<file path="src/hw/rtl/dpd_pkg.sv">
package dpd_pkg;

    localparam int CFG_IDX_W  = 3;
    localparam int CFG_DATA_W = 11;
    localparam int GAIN_W     = 11;
    localparam int BIAS_W     = 10;
    localparam int LVL_W      = 8;
    localparam int INTEG_W    = 32;
    localparam int DRIVE_W    = 9;

    typedef enum logic [CFG_IDX_W-1:0] {
        REG_GAIN_P         = 3'd0,
        REG_GAIN_I         = 3'd1,
        REG_GAIN_D         = 3'd2,
        REG_DRIVE_BIAS     = 3'd3,
        REG_DRIVE_LIMIT    = 3'd4,
        REG_KICK_LEVEL     = 3'd5,
        REG_KICK_POS_FLOOR = 3'd6,
        REG_KICK_NEG_FLOOR = 3'd7
    } t_cfg_reg;

    typedef struct packed {
        logic signed [GAIN_W-1:0] gain_p;
        logic signed [GAIN_W-1:0] gain_i;
        logic signed [GAIN_W-1:0] gain_d;
        logic        [BIAS_W-1:0] drive_bias;
        logic        [LVL_W-1:0]  drive_limit;
        logic        [LVL_W-1:0]  kick_level;
        logic        [LVL_W-1:0]  kick_pos_floor;
        logic        [LVL_W-1:0]  kick_neg_floor;
    } t_cfg;

    localparam logic signed [GAIN_W-1:0] RST_GAIN_P         = 11'sd50;
    localparam logic signed [GAIN_W-1:0] RST_GAIN_I         = 11'sd3;
    localparam logic signed [GAIN_W-1:0] RST_GAIN_D         = -11'sd20;
    localparam logic        [BIAS_W-1:0] RST_DRIVE_BIAS     = 10'd200;
    localparam logic        [LVL_W-1:0]  RST_DRIVE_LIMIT    = 8'd255;
    localparam logic        [LVL_W-1:0]  RST_KICK_LEVEL     = 8'd60;
    localparam logic        [LVL_W-1:0]  RST_KICK_POS_FLOOR = 8'd5;
    localparam logic        [LVL_W-1:0]  RST_KICK_NEG_FLOOR = 8'd25;

endpackage

</file>
<file path="src/hw/rtl/dpd_cfg.sv">
module dpd_cfg import dpd_pkg::*; (
    input  logic                  i_clk,
    input  logic                  i_rst_n,
    input  logic                  i_we,
    input  logic [CFG_IDX_W-1:0]  i_index,
    input  logic [CFG_DATA_W-1:0] i_data,
    output t_cfg                  o_cfg
);

    t_cfg r_cfg;

    always_ff @(posedge i_clk) begin
        if (!i_rst_n) begin
            r_cfg.gain_p         <= RST_GAIN_P;
            r_cfg.gain_i         <= RST_GAIN_I;
            r_cfg.gain_d         <= RST_GAIN_D;
            r_cfg.drive_bias     <= RST_DRIVE_BIAS;
            r_cfg.drive_limit    <= RST_DRIVE_LIMIT;
            r_cfg.kick_level     <= RST_KICK_LEVEL;
            r_cfg.kick_pos_floor <= RST_KICK_POS_FLOOR;
            r_cfg.kick_neg_floor <= RST_KICK_NEG_FLOOR;
        end else if (i_we) begin
            unique case (t_cfg_reg'(i_index))
                REG_GAIN_P:         r_cfg.gain_p         <= $signed(i_data[GAIN_W-1:0]);
                REG_GAIN_I:         r_cfg.gain_i         <= $signed(i_data[GAIN_W-1:0]);
                REG_GAIN_D:         r_cfg.gain_d         <= $signed(i_data[GAIN_W-1:0]);
                REG_DRIVE_BIAS:     r_cfg.drive_bias     <= i_data[BIAS_W-1:0];
                REG_DRIVE_LIMIT:    r_cfg.drive_limit    <= i_data[LVL_W-1:0];
                REG_KICK_LEVEL:     r_cfg.kick_level     <= i_data[LVL_W-1:0];
                REG_KICK_POS_FLOOR: r_cfg.kick_pos_floor <= i_data[LVL_W-1:0];
                REG_KICK_NEG_FLOOR: r_cfg.kick_neg_floor <= i_data[LVL_W-1:0];
                default: ;
            endcase
        end
    end

    assign o_cfg = r_cfg;

endmodule

</file>
<file path="config.mk">
export PLATFORM = sky130hd
export DESIGN_NAME = dpd_cfg
export DESIGN_NICKNAME = d
export VERILOG_FILES = /design/src/hw/rtl/dpd_pkg.sv /design/src/hw/rtl/dpd_cfg.sv
export SDC_FILE = /design/constraint.sdc
export NUM_CORES = 1
export LEC_CHECK = 0
export CAP_MARGIN = 5
export CORE_MARGIN = 2
export CORE_UTILIZATION = 40
export CTS_CLUSTER_DIAMETER = 50
export DETAILED_ROUTE_END_ITERATION = 8
export DONT_BUFFER_PORTS = 1
export PLACE_DENSITY = 0.6
export SLEW_MARGIN = 20
export SYNTH_ARGS = -nofsm -noshare
export SYNTH_HDL_FRONTEND = slang
export SYNTH_SLANG_ARGS = --single-unit
</file>
<file path="constraint.sdc">
create_clock -name i_clk -period 1.59 [get_ports i_clk]
set_input_delay 0.318 -clock i_clk [delete_from_list [all_inputs] [get_ports i_clk]]
set_output_delay 0.318 -clock i_clk [all_outputs]
set_load 0.02 [all_outputs]
</file>
==> flow_metrics.env <==
export IMPL_hp_start="i_rst_n"
export IMPL_p_leak_nw=1.46
export IMPL_drt_pass1_iter_count=4
export IMPL_clockRootBuffer="clkbuf_8"
export IMPL_syn_avg_cell_area_um2=10.6
export IMPL_yosys_top_cells_area="dfxtp_1 52%, mux2i_1 26%, nor2b_1 9.5%"
export IMPL_clock_skew_ps=0
export IMPL_finalNetCount=289
export IMPL_min_path_type="primary input to flip-flop"
export IMPL_die_h_um=89.0
export IMPL_port_buffers=0
export IMPL_drive_gt1_share_pct=9.03
export IMPL_wl_per_cell_um=17.9
export IMPL_start_kind="flip-flop"
export IMPL_synth_async_reset_ratio_pct=0
export IMPL_rsz0062_at_grt="false"
export IMPL_fin_area_um2=3270
export IMPL_rr_startpoint="o_cfg[43]"
export IMPL_syn_num_nets=290
export IMPL_pin_count=92
export IMPL_arrival_ps=830
export IMPL_rows=31
export IMPL_synth_cell_types=12
export IMPL_antenna_found_initial=0
export IMPL_reg2reg_depth=2
export IMPL_grt_pass1_wl_um=10100
export IMPL_stdcell_count=376
export IMPL_total_power_w=0.00421
export IMPL_synth_seq_cells=75
export IMPL_ctsLongestPathBuffers=2
export IMPL_drc=0
export IMPL_holdPathEnd="o_cfg[63]"
export IMPL_wirelength_um=6730
export IMPL_yosysWarnings=0
export IMPL_grt_max_degree=98
export IMPL_cp_end_kind="output pin"
export IMPL_timing_fmax_ghz=0.874
export IMPL_core_um2=7140
export IMPL_hold_viol_final=0
export IMPL_synth_common_cells="75 x dfxtp_1, 75 x mux2i_1, 53 x nand2_1"
export IMPL_status="finished clean"
export IMPL_reg2reg_to="o_cfg[43]"
export IMPL_crit_type="flip-flop to output pin"
export IMPL_synth_top_area_share_pct=51.9
export IMPL_routed_via_density=4.84
export IMPL_drt_iter0_markers=87
export IMPL_syn_cell_area_um2=2890
export IMPL_min_period_ps=1140
export IMPL_post_cts_buffers=0
export IMPL_synth_edf_count=0
export IMPL_placed_area_um2=2980
export IMPL_power_density_nw_per_um2=1290
export IMPL_overflow=0
export IMPL_finalCritPeriodShare_pct=72.0
export IMPL_fp_dieW_um=89.0
export IMPL_insertion_delay_ps=340
export IMPL_post_cts_resized=0
export IMPL_vdd_drop_max_v=0.000576
export IMPL_syn2layout_area_growth_pct=12.9
export IMPL_initial_utilization_pct=40.5
export IMPL_htree_levels=3
export IMPL_cts_buffers=9
export IMPL_slew_headroom_pct=68.3
export IMPL_setup_viol=0
export IMPL_synth_area_leader_cell="dfxtp_1"
export IMPL_synthCells=273
export IMPL_cap_violations=0
export IMPL_num_antenna_cells=0
export IMPL_worst_path_max_fanout=2
export IMPL_ctsHoldBuffers=0
export IMPL_cts_sinks=75
export IMPL_cts_tree="done"
export IMPL_die_area_um2=7930
export IMPL_path_depth=0
export IMPL_vias=1821
export IMPL_path_clk_slew_ps=70
export IMPL_first_global_vias=1778
export IMPL_fin_tns_setup_ps=0
export IMPL_grt_usage_pct=17.7
export IMPL_yosysSeqAreaShare_pct=51.9
export IMPL_dp_cells=360
export IMPL_worst_pin_slew_ps=475
export IMPL_required_ps=1270
export IMPL_largest_reg_flops=75
export IMPL_min_path_cells=2
export IMPL_slew_violations=0
export IMPL_worst_r2r_setup_slack_ps=820
export IMPL_place_gp_congestion=0.705
export IMPL_ant_nets=0
export IMPL_post_dp_hpwl_um=4460
export IMPL_fill_cells=702
export IMPL_synthFlopType="dfxtp_1"
[power breakdown]
part | internal [W] | switching, W | leakage, nW | total (W)
Clock | 0.00136 | 0.000708 | 0.143 | 0.00207
Sequential | 0.00192 | 0.0000804 | 0.608 | 0.00200
Combinational | 0.0000727 | 0.0000736 | 0.707 | 0.000146
Total | 0.00335 | 0.000862 | 1.46 | 0.00421
[metrics by stage]
stage                     setup slack [ps]  util, %  hold WS [ps]
after floorplan                        340        -           480
after global placement                 295     41.7           481
after detailed placement               290     41.7           485
after CTS                              432     45.8           112
after global routing                   402     45.8           112
final                                  445     45.8           129
[routing by layer]
layer / vias to the layer above / track usage [%] / share of wire, %
li1: 904 / - / -
met1: 858 / 21.3 / 42
met2: 49 / 28.3 / 48
met3: 10 / 7.11 / 8.0
met4: 0 / 6.92 / 1.7
met5: - / 0 / 0
[layout by cell type, fill, tap and decap left out]
cell type / instances
mux2i_1: 75
clkbuf_8: 9
clkinv_4: 1
nand4_1: 1
nor2b_1: 44
and4bb_2: 2
nand2_1: 53
clkinv_2: 1
or4b_4: 1
bufinv_16: 5
buf_4: 6
dfxtp_1: 75
nand4bb_1: 1
nand4b_1: 3
[final cells by class]
cell class                      instances  area (um^2)  share of cell area (%)
Clock buffer                            9          124                    3.79
Clock inverter                          7          164                    5.02
Multi-Input combinational cell        180         1310                    40.0
Sequential cell                        75         1500                    46.0
Tap cell                               99          124                    3.79
Timing Repair Buffer                    6         45.0                    1.38
[how the worst max path moves through the flow]
| stage | end | slack (ps) | startpoint |
|---|---|---|---|
| 2_1_floorplan | o_cfg[69] | 340 | i_index[0] |
| 3_3_place_gp | o_cfg[69] | 300 | i_index[0] |
| 3_5_place_dp | o_cfg[69] | 290 | i_index[0] |
| 4_1_cts | o_cfg[52] | 430 | o_cfg[52] |
| 5_1_grt | o_cfg[52] | 400 | o_cfg[52] |
| 6_report | o_cfg[52] | 450 | o_cfg[52] |
[kinds of logic (layout without fill, tap and decap cells)]
group	Yosys count	after routing	share of synthesized area, %
mux	75	75	26.0
buf+inv	18	22	2.90
flops	75	75	51.9
simple gates	105	105	19.2
No activity file was read; power rests on OpenSTA's default activity.
